$ cat config.mk
export PLATFORM = sky130hd
export DESIGN_NAME = xxhash32_stream_hasher
export DESIGN_NICKNAME = d
export VERILOG_FILES = /design/src/rtl/xxh32_pkg.sv /design/src/rtl/xxhash32_stream_hasher.sv /design/src/rtl/xxh32_datapath.sv /design/src/rtl/xxh32_ctrl.sv
export VERILOG_INCLUDE_DIRS = /design/src /design/src/rtl
export SDC_FILE = /design/constraint.sdc
export NUM_CORES = 2
export LEC_CHECK = 0
export ABC_AREA = 1
export BUFFER_PORTS_ARGS = -buffer_cell sky130_fd_sc_hd__buf_4
export CAP_MARGIN = 15
export CORE_MARGIN = 4
export CORE_UTILIZATION = 57
export CTS_CLUSTER_SIZE = 10
export DETAILED_ROUTE_END_ITERATION = 16
export PLACE_DENSITY_LB_ADDON = 0.05
export SYNTH_ARGS = -nofsm -noshare
export SYNTH_HDL_FRONTEND = slang
export SYNTH_SLANG_ARGS = --single-unit
$ cat constraint.sdc
create_clock -name clk_i -period 11.3 [get_ports clk_i]
set_clock_uncertainty 0.2 [all_clocks]
set_input_delay 0.565 -clock clk_i [delete_from_list [all_inputs] [get_ports clk_i]]
set_output_delay 0.565 -clock clk_i [all_outputs]
set_load 0.005 [all_outputs]
$ cat src/rtl/xxhash32_stream_hasher_defines.svh
// Assertion macros for the xxHash32 stream hasher.
// Expects clk_i and rst_ni in the scope where a macro is used.
`ifndef XXHASH32_STREAM_HASHER_DEFINES_SVH
`define XXHASH32_STREAM_HASHER_DEFINES_SVH

// Same-cycle implication, checked outside reset
`define XXH_ASSERT_NOW(lbl, ante, cons, msg) \
  lbl: assert property (@(posedge clk_i) disable iff (!rst_ni) (ante) |-> (cons)) \
    else $error(msg);

// Next-cycle implication, checked outside reset
`define XXH_ASSERT_NEXT(lbl, ante, cons, msg) \
  lbl: assert property (@(posedge clk_i) disable iff (!rst_ni) (ante) |=> (cons)) \
    else $error(msg);

`endif

$ cat src/rtl/xxh32_pkg.sv
// Shared types, constants and helpers for the xxHash32 stream hasher.
// No dependencies; used by the controller, the datapath and the top level.
`timescale 1ns / 1ps
`default_nettype none

package xxh32_pkg;

  localparam logic [31:0] PRIME1 = 32'h9E3779B1;
  localparam logic [31:0] PRIME2 = 32'h85EBCA77;
  localparam logic [31:0] PRIME3 = 32'hC2B2AE3D;
  localparam logic [31:0] PRIME4 = 32'h27D4EB2F;
  localparam logic [31:0] PRIME5 = 32'h165667B1;

  // Controller states
  typedef enum logic [3:0] {
    ST_IDLE,
    ST_LANE_MUL,
    ST_LANE_UPD,
    ST_MERGE,
    ST_LENGTH,
    ST_TW_MUL,
    ST_TW_UPD,
    ST_TB_MUL,
    ST_TB_UPD,
    ST_AV1,
    ST_AV2,
    ST_OUT
  } ctrl_state_e;

  // Datapath operations, one per cycle
  typedef enum logic [3:0] {
    OP_IDLE,
    OP_LANE_MUL,  // mul = word[idx] * P2
    OP_LANE_UPD,  // lane[idx] = rotl(lane[idx] + mul, 13) * P1
    OP_MERGE,     // h = lane merge, or seed + P5
    OP_LENGTH,    // h += byte total
    OP_TW_MUL,    // mul = word[idx] * P3
    OP_TW_UPD,    // h = rotl(h + mul, 17) * P4
    OP_TB_MUL,    // mul = byte[idx] * P5
    OP_TB_UPD,    // h = rotl(h + mul, 11) * P1
    OP_AV1,       // h = (h ^ h >> 15) * P2, message state cleared
    OP_AV2,       // h = (h ^ h >> 13) * P3
    OP_OUT        // hash = h ^ h >> 16
  } dp_op_e;

  typedef struct packed {
    logic       capture;  // input transaction taken this cycle
    dp_op_e     op;
    logic [1:0] idx;
  } dp_cmd_t;

  typedef struct packed {
    logic       in_full_stripe;  // incoming item completes a stripe
    logic       in_last;         // incoming item ends the message
    logic       last_q;          // captured item ended the message
    logic [1:0] tail_words;      // gathered words left for the tail
    logic [1:0] tail_bytes;      // bytes in a short last word
  } dp_status_t;

  // Rotate left by a constant amount (1..31)
  function automatic logic [31:0] rotl32(input logic [31:0] v, input int unsigned n);
    return (v << n) | (v >> (32 - n));
  endfunction

endpackage

`default_nettype wire

$ cat src/rtl/xxhash32_stream_hasher.sv
// xxHash32 stream hasher, top level: joins xxh32_ctrl and xxh32_datapath (xxh32_pkg).
// A message arrives as little-endian 32-bit words, one per input transaction, with a
// byte count and a last flag; one hash comes out per message. An item that does not
// complete a 16-byte stripe is simply taken; one that completes a stripe also runs the
// four lane updates, two steps each, through the one shared 32x32 multiplier, and
// input is not ready meanwhile. After the last item, finalization runs the merge, the
// length add, two steps per tail word and per tail byte and two avalanche steps on the
// shared multiplier, then the output step. The hash sits in an output register, so the
// next message is accepted while it waits. The seed is sampled when the first stripe
// completes, or at finalization for messages shorter than 16 bytes.
`timescale 1ns / 1ps
`default_nettype none

`include "xxhash32_stream_hasher_defines.svh"

module xxhash32_stream_hasher import xxh32_pkg::*; (
  input  wire logic        clk_i,
  input  wire logic        rst_ni,
  input  wire logic        seed_we_i,
  input  wire logic [31:0] seed_i,
  input  wire logic        in_valid_i,
  output logic             in_ready_o,
  input  wire logic [31:0] data_word_i,
  input  wire logic [2:0]  byte_count_i,
  input  wire logic        last_item_i,
  output logic             out_valid_o,
  input  wire logic        out_ready_i,
  output logic [31:0]      hash_value_o
);

  dp_cmd_t    cmd;
  dp_status_t status;

  xxh32_ctrl u_ctrl (
    .clk_i       (clk_i),
    .rst_ni      (rst_ni),
    .in_valid_i  (in_valid_i),
    .in_ready_o  (in_ready_o),
    .out_valid_o (out_valid_o),
    .out_ready_i (out_ready_i),
    .status_i    (status),
    .cmd_o       (cmd)
  );

  xxh32_datapath u_datapath (
    .clk_i        (clk_i),
    .rst_ni       (rst_ni),
    .seed_we_i    (seed_we_i),
    .seed_i       (seed_i),
    .data_word_i  (data_word_i),
    .byte_count_i (byte_count_i),
    .last_item_i  (last_item_i),
    .cmd_i        (cmd),
    .status_o     (status),
    .hash_value_o (hash_value_o)
  );

  // A plain mid-stripe word leaves the block ready again on the next cycle
  `XXH_ASSERT_NEXT(a_short_item_ready,
    in_valid_i && in_ready_o && !last_item_i && !status.in_full_stripe,
    in_ready_o, "mid-stripe word did not return to ready")

  // A new hash is never loaded over one that has not been taken
  `XXH_ASSERT_NOW(a_no_overwrite, cmd.op == OP_OUT,
    !out_valid_o || out_ready_i, "pending hash overwritten")

  // A short last item goes straight to the merge step
  `XXH_ASSERT_NEXT(a_last_to_merge,
    in_valid_i && in_ready_o && last_item_i && !status.in_full_stripe,
    cmd.op == OP_MERGE, "last item did not start finalization")

endmodule

`default_nettype wire

$ cat src/rtl/xxh32_datapath.sv
// Datapath of the xxHash32 stream hasher: message state, lanes, shared multiplier.
// Depends on xxh32_pkg; driven by xxh32_ctrl through dp_cmd_t.
`timescale 1ns / 1ps
`default_nettype none

module xxh32_datapath import xxh32_pkg::*; (
  input  wire logic        clk_i,
  input  wire logic        rst_ni,
  input  wire logic        seed_we_i,
  input  wire logic [31:0] seed_i,
  input  wire logic [31:0] data_word_i,
  input  wire logic [2:0]  byte_count_i,
  input  wire logic        last_item_i,
  input  wire dp_cmd_t     cmd_i,
  output dp_status_t       status_o,
  output logic [31:0]      hash_value_o
);

  logic [31:0] seed_q;
  logic [31:0] lane_q [4];
  logic [31:0] word_mem_q [4];
  logic [1:0]  wis_q;
  logic [31:0] total_q;
  logic        sdone_q;
  logic        last_q;
  logic [31:0] word_q;
  logic [1:0]  tcnt_q;
  logic [31:0] mul_q;
  logic [31:0] h_q;
  logic [31:0] hash_q;

  logic        full_word;
  logic [31:0] mul_a, mul_b, prod;
  logic [7:0]  tail_byte;
  logic [31:0] merge_sum;

  // Count of four or more, or any count on a non-last item, means a full word
  assign full_word = !last_item_i || byte_count_i[2];

  assign status_o.in_full_stripe = full_word && (wis_q == 2'd3);
  assign status_o.in_last        = last_item_i;
  assign status_o.last_q         = last_q;
  assign status_o.tail_words     = wis_q;
  assign status_o.tail_bytes     = tcnt_q;

  assign tail_byte = 8'(word_q >> {cmd_i.idx, 3'b000});

  assign merge_sum = rotl32(lane_q[0], 1) + rotl32(lane_q[1], 7) +
                     rotl32(lane_q[2], 12) + rotl32(lane_q[3], 18);

  // Operand select for the one shared 32x32 multiplier (low half kept)
  always_comb begin
    mul_a = '0;
    mul_b = '0;
    case (cmd_i.op)
      OP_LANE_MUL: begin
        mul_a = word_mem_q[cmd_i.idx];
        mul_b = PRIME2;
      end
      OP_LANE_UPD: begin
        mul_a = rotl32(lane_q[cmd_i.idx] + mul_q, 13);
        mul_b = PRIME1;
      end
      OP_TW_MUL: begin
        mul_a = word_mem_q[cmd_i.idx];
        mul_b = PRIME3;
      end
      OP_TW_UPD: begin
        mul_a = rotl32(h_q + mul_q, 17);
        mul_b = PRIME4;
      end
      OP_TB_MUL: begin
        mul_a = {24'h000000, tail_byte};
        mul_b = PRIME5;
      end
      OP_TB_UPD: begin
        mul_a = rotl32(h_q + mul_q, 11);
        mul_b = PRIME1;
      end
      OP_AV1: begin
        mul_a = h_q ^ (h_q >> 15);
        mul_b = PRIME2;
      end
      OP_AV2: begin
        mul_a = h_q ^ (h_q >> 13);
        mul_b = PRIME3;
      end
      default: begin
        mul_a = '0;
        mul_b = '0;
      end
    endcase
  end

  assign prod = mul_a * mul_b;

  // Seed register
  always_ff @(posedge clk_i or negedge rst_ni) begin
    if (!rst_ni) begin
      seed_q <= '0;
    end else if (seed_we_i) begin
      seed_q <= seed_i;
    end
  end

  // Message control state: word count, length, stripe flag, last flag
  always_ff @(posedge clk_i or negedge rst_ni) begin
    if (!rst_ni) begin
      wis_q   <= '0;
      total_q <= '0;
      sdone_q <= 1'b0;
      last_q  <= 1'b0;
    end else if (cmd_i.capture) begin
      last_q  <= last_item_i;
      total_q <= total_q + (full_word ? 32'd4 : {29'd0, byte_count_i});
      if (full_word) begin
        wis_q <= wis_q + 2'd1;
        if (wis_q == 2'd3) begin
          sdone_q <= 1'b1;
        end
      end
    end else if (cmd_i.op == OP_AV1) begin
      wis_q   <= '0;
      total_q <= '0;
      sdone_q <= 1'b0;
    end
  end

  // Stripe words, captured word and short tail count
  always_ff @(posedge clk_i) begin
    if (cmd_i.capture) begin
      word_q <= data_word_i;
      tcnt_q <= full_word ? 2'd0 : byte_count_i[1:0];
      if (full_word) begin
        word_mem_q[wis_q] <= data_word_i;
      end
    end
  end

  // Lane accumulators: seeded when the first stripe completes
  always_ff @(posedge clk_i) begin
    if (cmd_i.capture && full_word && (wis_q == 2'd3) && !sdone_q) begin
      lane_q[0] <= seed_q + PRIME1 + PRIME2;
      lane_q[1] <= seed_q + PRIME2;
      lane_q[2] <= seed_q;
      lane_q[3] <= seed_q - PRIME1;
    end else if (cmd_i.op == OP_LANE_UPD) begin
      lane_q[cmd_i.idx] <= prod;
    end
  end

  // Product register and hash accumulator
  always_ff @(posedge clk_i) begin
    case (cmd_i.op)
      OP_LANE_MUL, OP_TW_MUL, OP_TB_MUL: mul_q <= prod;
      OP_MERGE:  h_q <= sdone_q ? merge_sum : seed_q + PRIME5;
      OP_LENGTH: h_q <= h_q + total_q;
      OP_TW_UPD, OP_TB_UPD, OP_AV1, OP_AV2: h_q <= prod;
      OP_OUT:    hash_q <= h_q ^ (h_q >> 16);
      default: ;
    endcase
  end

  assign hash_value_o = hash_q;

endmodule

`default_nettype wire

$ cat src/rtl/xxh32_ctrl.sv
// Controller of the xxHash32 stream hasher: sequences stripe, tail and avalanche steps.
// Depends on xxh32_pkg; commands xxh32_datapath and owns both handshakes.
`timescale 1ns / 1ps
`default_nettype none

module xxh32_ctrl import xxh32_pkg::*; (
  input  wire logic       clk_i,
  input  wire logic       rst_ni,
  input  wire logic       in_valid_i,
  output logic            in_ready_o,
  output logic            out_valid_o,
  input  wire logic       out_ready_i,
  input  wire dp_status_t status_i,
  output dp_cmd_t         cmd_o
);

  ctrl_state_e state_q, state_d;
  logic [1:0]  idx_q, idx_d;
  logic        out_valid_q, out_valid_d;

  always_ff @(posedge clk_i or negedge rst_ni) begin
    if (!rst_ni) begin
      state_q     <= ST_IDLE;
      idx_q       <= '0;
      out_valid_q <= 1'b0;
    end else begin
      state_q     <= state_d;
      idx_q       <= idx_d;
      out_valid_q <= out_valid_d;
    end
  end

  // Next state and commands
  always_comb begin
    state_d     = state_q;
    idx_d       = idx_q;
    in_ready_o  = 1'b0;
    cmd_o.capture = 1'b0;
    cmd_o.op    = OP_IDLE;
    cmd_o.idx   = idx_q;
    case (state_q)
      ST_IDLE: begin
        in_ready_o    = 1'b1;
        cmd_o.capture = in_valid_i;
        idx_d         = '0;
        if (in_valid_i) begin
          if (status_i.in_full_stripe) begin
            state_d = ST_LANE_MUL;
          end else if (status_i.in_last) begin
            state_d = ST_MERGE;
          end
        end
      end
      ST_LANE_MUL: begin
        cmd_o.op = OP_LANE_MUL;
        state_d  = ST_LANE_UPD;
      end
      ST_LANE_UPD: begin
        cmd_o.op = OP_LANE_UPD;
        if (idx_q == 2'd3) begin
          idx_d   = '0;
          state_d = status_i.last_q ? ST_MERGE : ST_IDLE;
        end else begin
          idx_d   = idx_q + 2'd1;
          state_d = ST_LANE_MUL;
        end
      end
      ST_MERGE: begin
        cmd_o.op = OP_MERGE;
        state_d  = ST_LENGTH;
      end
      ST_LENGTH: begin
        cmd_o.op = OP_LENGTH;
        idx_d    = '0;
        if (status_i.tail_words != 2'd0) begin
          state_d = ST_TW_MUL;
        end else if (status_i.tail_bytes != 2'd0) begin
          state_d = ST_TB_MUL;
        end else begin
          state_d = ST_AV1;
        end
      end
      ST_TW_MUL: begin
        cmd_o.op = OP_TW_MUL;
        state_d  = ST_TW_UPD;
      end
      ST_TW_UPD: begin
        cmd_o.op = OP_TW_UPD;
        if (idx_q == 2'(status_i.tail_words - 2'd1)) begin
          idx_d   = '0;
          state_d = (status_i.tail_bytes != 2'd0) ? ST_TB_MUL : ST_AV1;
        end else begin
          idx_d   = idx_q + 2'd1;
          state_d = ST_TW_MUL;
        end
      end
      ST_TB_MUL: begin
        cmd_o.op = OP_TB_MUL;
        state_d  = ST_TB_UPD;
      end
      ST_TB_UPD: begin
        cmd_o.op = OP_TB_UPD;
        if (idx_q == 2'(status_i.tail_bytes - 2'd1)) begin
          idx_d   = '0;
          state_d = ST_AV1;
        end else begin
          idx_d   = idx_q + 2'd1;
          state_d = ST_TB_MUL;
        end
      end
      ST_AV1: begin
        cmd_o.op = OP_AV1;
        state_d  = ST_AV2;
      end
      ST_AV2: begin
        cmd_o.op = OP_AV2;
        state_d  = ST_OUT;
      end
      ST_OUT: begin
        // hold until the output register is free
        if (!out_valid_q || out_ready_i) begin
          cmd_o.op = OP_OUT;
          state_d  = ST_IDLE;
        end
      end
      default: begin
        state_d = ST_IDLE;
      end
    endcase
  end

  // Output register valid
  always_comb begin
    out_valid_d = out_valid_q;
    if (cmd_o.op == OP_OUT) begin
      out_valid_d = 1'b1;
    end else if (out_ready_i) begin
      out_valid_d = 1'b0;
    end
  end

  assign out_valid_o = out_valid_q;

endmodule

`default_nettype wire

==> results.ini <==
[placement]
dp_hpwl_mm = 147.5
numPortBuffers = 106
place_congestion = 1.073

[grt]
grt_pass1_wl_mm = 265.3
track_usage_pct = 42.08
grt_max_degree = 65
overflow = 0
antenna_found_initial = 10
grt_pass1_vias = 39937

[routing]
first_iter_violations = 5361
dr.pass1.iters = 7
vias = 41154
ant_nets = 0
wirelength_mm = 181.2
wl_per_cell_um = 26.60
drc = 0
vias_per_cell = 6.041

[yosys]
synth-seq-cells = 461
ys_async_sr_fraction_pct = 16.27
syn_area_mm2 = 0.04649
synthTopCellsByArea = edfxtp_1 25%, fa_1 20%, nand2_1 9.4%
synth.yosys.seq_area_share_pct = 28.97
synth_top_area_cell = edfxtp_1
synth_edf_count = 386
synth_cells = 5559
ys.flop_type = edfxtp_1
yosysWarnings = 0
syn_nets = 6367
synth_top_area_share_pct = 24.93
avgSynthCellArea_um2 = 8.363
yosysUniqueCellTypes = 72

[worst_setup_path]
required_ns = 11.57
crit_fanout = 13
end_kind = register
start_kind = register
arrival_ns = 11.00
cp_slowest_stage_delay_ns = 0.91
crit_type = reg -> reg
cp_slowest_cell = xor2_1

[clock_network]
clk_path_buf_depth = 3
clk_pin_slew_ns = 0.05
clk_latency_ns = 0.62
cts.htree.levels = 2
cts.sinks = 461
cts_tree = done
cts_made_buffers = 55
clockRootBuffer = clkbuf_16

[cells_and_area]
final-seq-area_mm2 = 0.01347
fillerInstances = 7082
drive_above_1_share_pct = 7.272
multi_input_area_mm2 = 0.02862
fin_nets = 6517
area_growth_pct = 9.546

[floorplanning]
die_h_um = 293.6
die_w_um = 293.6
die-area_mm2 = 0.08620
num_io_pins = 107
core_area_mm2 = 0.08068
start_util_pct = 57.63
rows = 104

[job]
max-cap-violations = 0

[sta]
slew_viol_final = 0
rsz0062_at_grt = no
slew_headroom_pct = 20.62
fin_crit_ns = 10.73
timing.fmax_ghz = 0.09322
finalCritPeriodShare_pct = 94.94
hold_viol_final = 0
worst_pin_slew_ns = 1.187
setup_viol = 0
tns_ns = 0

[status]
status = finished clean

[worst_hold_path]
worstHoldPathType = in -> reg

placed cells by master (no fill, tap or decap), types with 11 or more instances in the layout:
master         Yosys  final
dlygate4sd3_1      0     64
clkinv_1           7     12
nand2_1         1164   1163
clkbuf_1         104     26
nand3b_1          26     26
o21ai_2            9     11
fa_1             474    474
nor2_1           447    436
dfrtp_1           75     74
a22oi_1           72     72
xnor2_1           46     46
o211ai_1          23     23
nand2_2           15     16
a21oi_1          249    249
nor3_1            47     47
or2_2             17     17
nand3_2            9     11
clkbuf_16          0     56
xor2_1           123    121
a31oi_1           34     34
inv_1            952    952
nand4_1           39     39
o21bai_1          13     13
nor2_2             7     11
nand3_1          277    275
ha_1             261    261
edfxtp_1         386    386
o21ai_1           21     27
inv_2             33     32
o21ai_0          414    406
buf_4             11    198
o22ai_1           16     16
nor2_4            11     19
stage by stage:
| step | instances | worst slack (ns) | area, um2 | hold slack, ns | util (%) |
|---|---|---|---|---|---|
| finish | 6813 | 0.5723 | 50930 | 0.02024 | 63.13 |
| global route | 6808 | 0.003306 | 50920 | 0.01089 | 63.11 |
| CTS | 6805 | 0.1003 | 50850 | 0.001811 | 63.03 |
| detailed placement | 6645 | 0.1537 | 48590 | 0.2853 | 60.23 |
| global placement | 6644 | 0.2458 | 48590 | 0.2794 | 60.22 |
| floorplan | 5559 | 1.132 | 46490 | 0.06941 | - |
critical path, delay by kind of cell (launching register included):
kind / cells / cell delay, ns
fa+ha+maj: 10 / 4.30
compound gates: 13 / 2.70
buf+inv: 9 / 1.21
xor+xnor: 1 / 0.91
simple gates: 5 / 0.78
flops: 1 / 0.49
cells by family after synthesis:
kind of cell	after synthesis	share of synthesized area (%)
adders and majority gates	735	27.43
buffers and inverters	1166	9.729
AOI/OAI and AO/OA	929	11.39
xor gates and xnor gates	170	3.219
and+or+nand+nor	2095	19.19
DFF	461	28.97
muxes	3	0.06459
sequential cells by signal, summed over array words and instances, names as in the netlist, 32 cells and up:
| register | cells |
|---|---|
| u_datapath.mul_q | 32 |
| u_datapath.word_mem_q | 128 |
| u_datapath.lane_q | 128 |
| u_datapath.total_q | 32 |
| u_datapath.hash_value_o | 32 |
| u_datapath.word_q | 32 |
| u_datapath.h_q | 32 |
| u_datapath.seed_q | 32 |
area by class of cell:
type | count | share of cell area, %
clock inverter | 12 | 0.1818
clock buffer | 84 | 2.997
antenna | 5 | 0.02457
multi-input combinational | 3933 | 56.19
inverter | 994 | 7.341
sequential | 461 | 26.45
tap | 1060 | 2.604
timing repair buffer | 264 | 4.213
per-layer routing:
metal	global-route usage [%]	up-vias	wire length, um
li1	-	18259	-
met1	55.11	19748	67220
met2	64.51	2553	79070
met3	8.709	580	19900
met4	26.44	14	14950
met5	0	-	103
final timing paths:
check / slack, ns / to / cells after the start / startpoint
worst max-delay path: 0.57 / u_datapath.lane_q[2][20] / 38 / u_ctrl.idx_q[0]
worst min-delay path: 0.02 / u_datapath.word_q[13] / 1 / data_word_i[13]
worst max register to register: 0.57 / u_datapath.lane_q[2][20] / 38 / u_ctrl.idx_q[0]
worst min register to register: 0.32 / u_datapath.last_q / 2 / u_datapath.last_q
max in group asynchronous: 9.55 / u_ctrl.idx_q[0] / 3 / rst_ni
min in group asynchronous: 0.17 / u_datapath.seed_q[30] / 2 / rst_ni
Yosys cell counts, types with 16 or more instances:
| cell type | count |
|---|---|
| a21oi_1 | 249 |
| a22oi_1 | 72 |
| a31oi_1 | 34 |
| buf_2 | 38 |
| clkbuf_1 | 104 |
| dfrtp_1 | 75 |
| edfxtp_1 | 386 |
| fa_1 | 474 |
| ha_1 | 261 |
| inv_1 | 952 |
| inv_2 | 33 |
| nand2_1 | 1164 |
| nand3_1 | 277 |
| nand3b_1 | 26 |
| nand4_1 | 39 |
| nor2_1 | 447 |
| nor3_1 | 47 |
| o211ai_1 | 23 |
| o21ai_0 | 414 |
| o21ai_1 | 21 |
| o22ai_1 | 16 |
| or2_2 | 17 |
| xnor2_1 | 46 |
| xor2_1 | 123 |
what timing repair did:
item	in CTS	in global routing
setup buffers	0	1
endpoints found under the hold margin	196	0
hold buffers	64	0
setup endpoints to repair	0	37
gates resized for setup	0	16
Power is left out: the tool's default activity adds up to more than one toggle a clock period on the data nets, which glitch-free logic cannot reach.
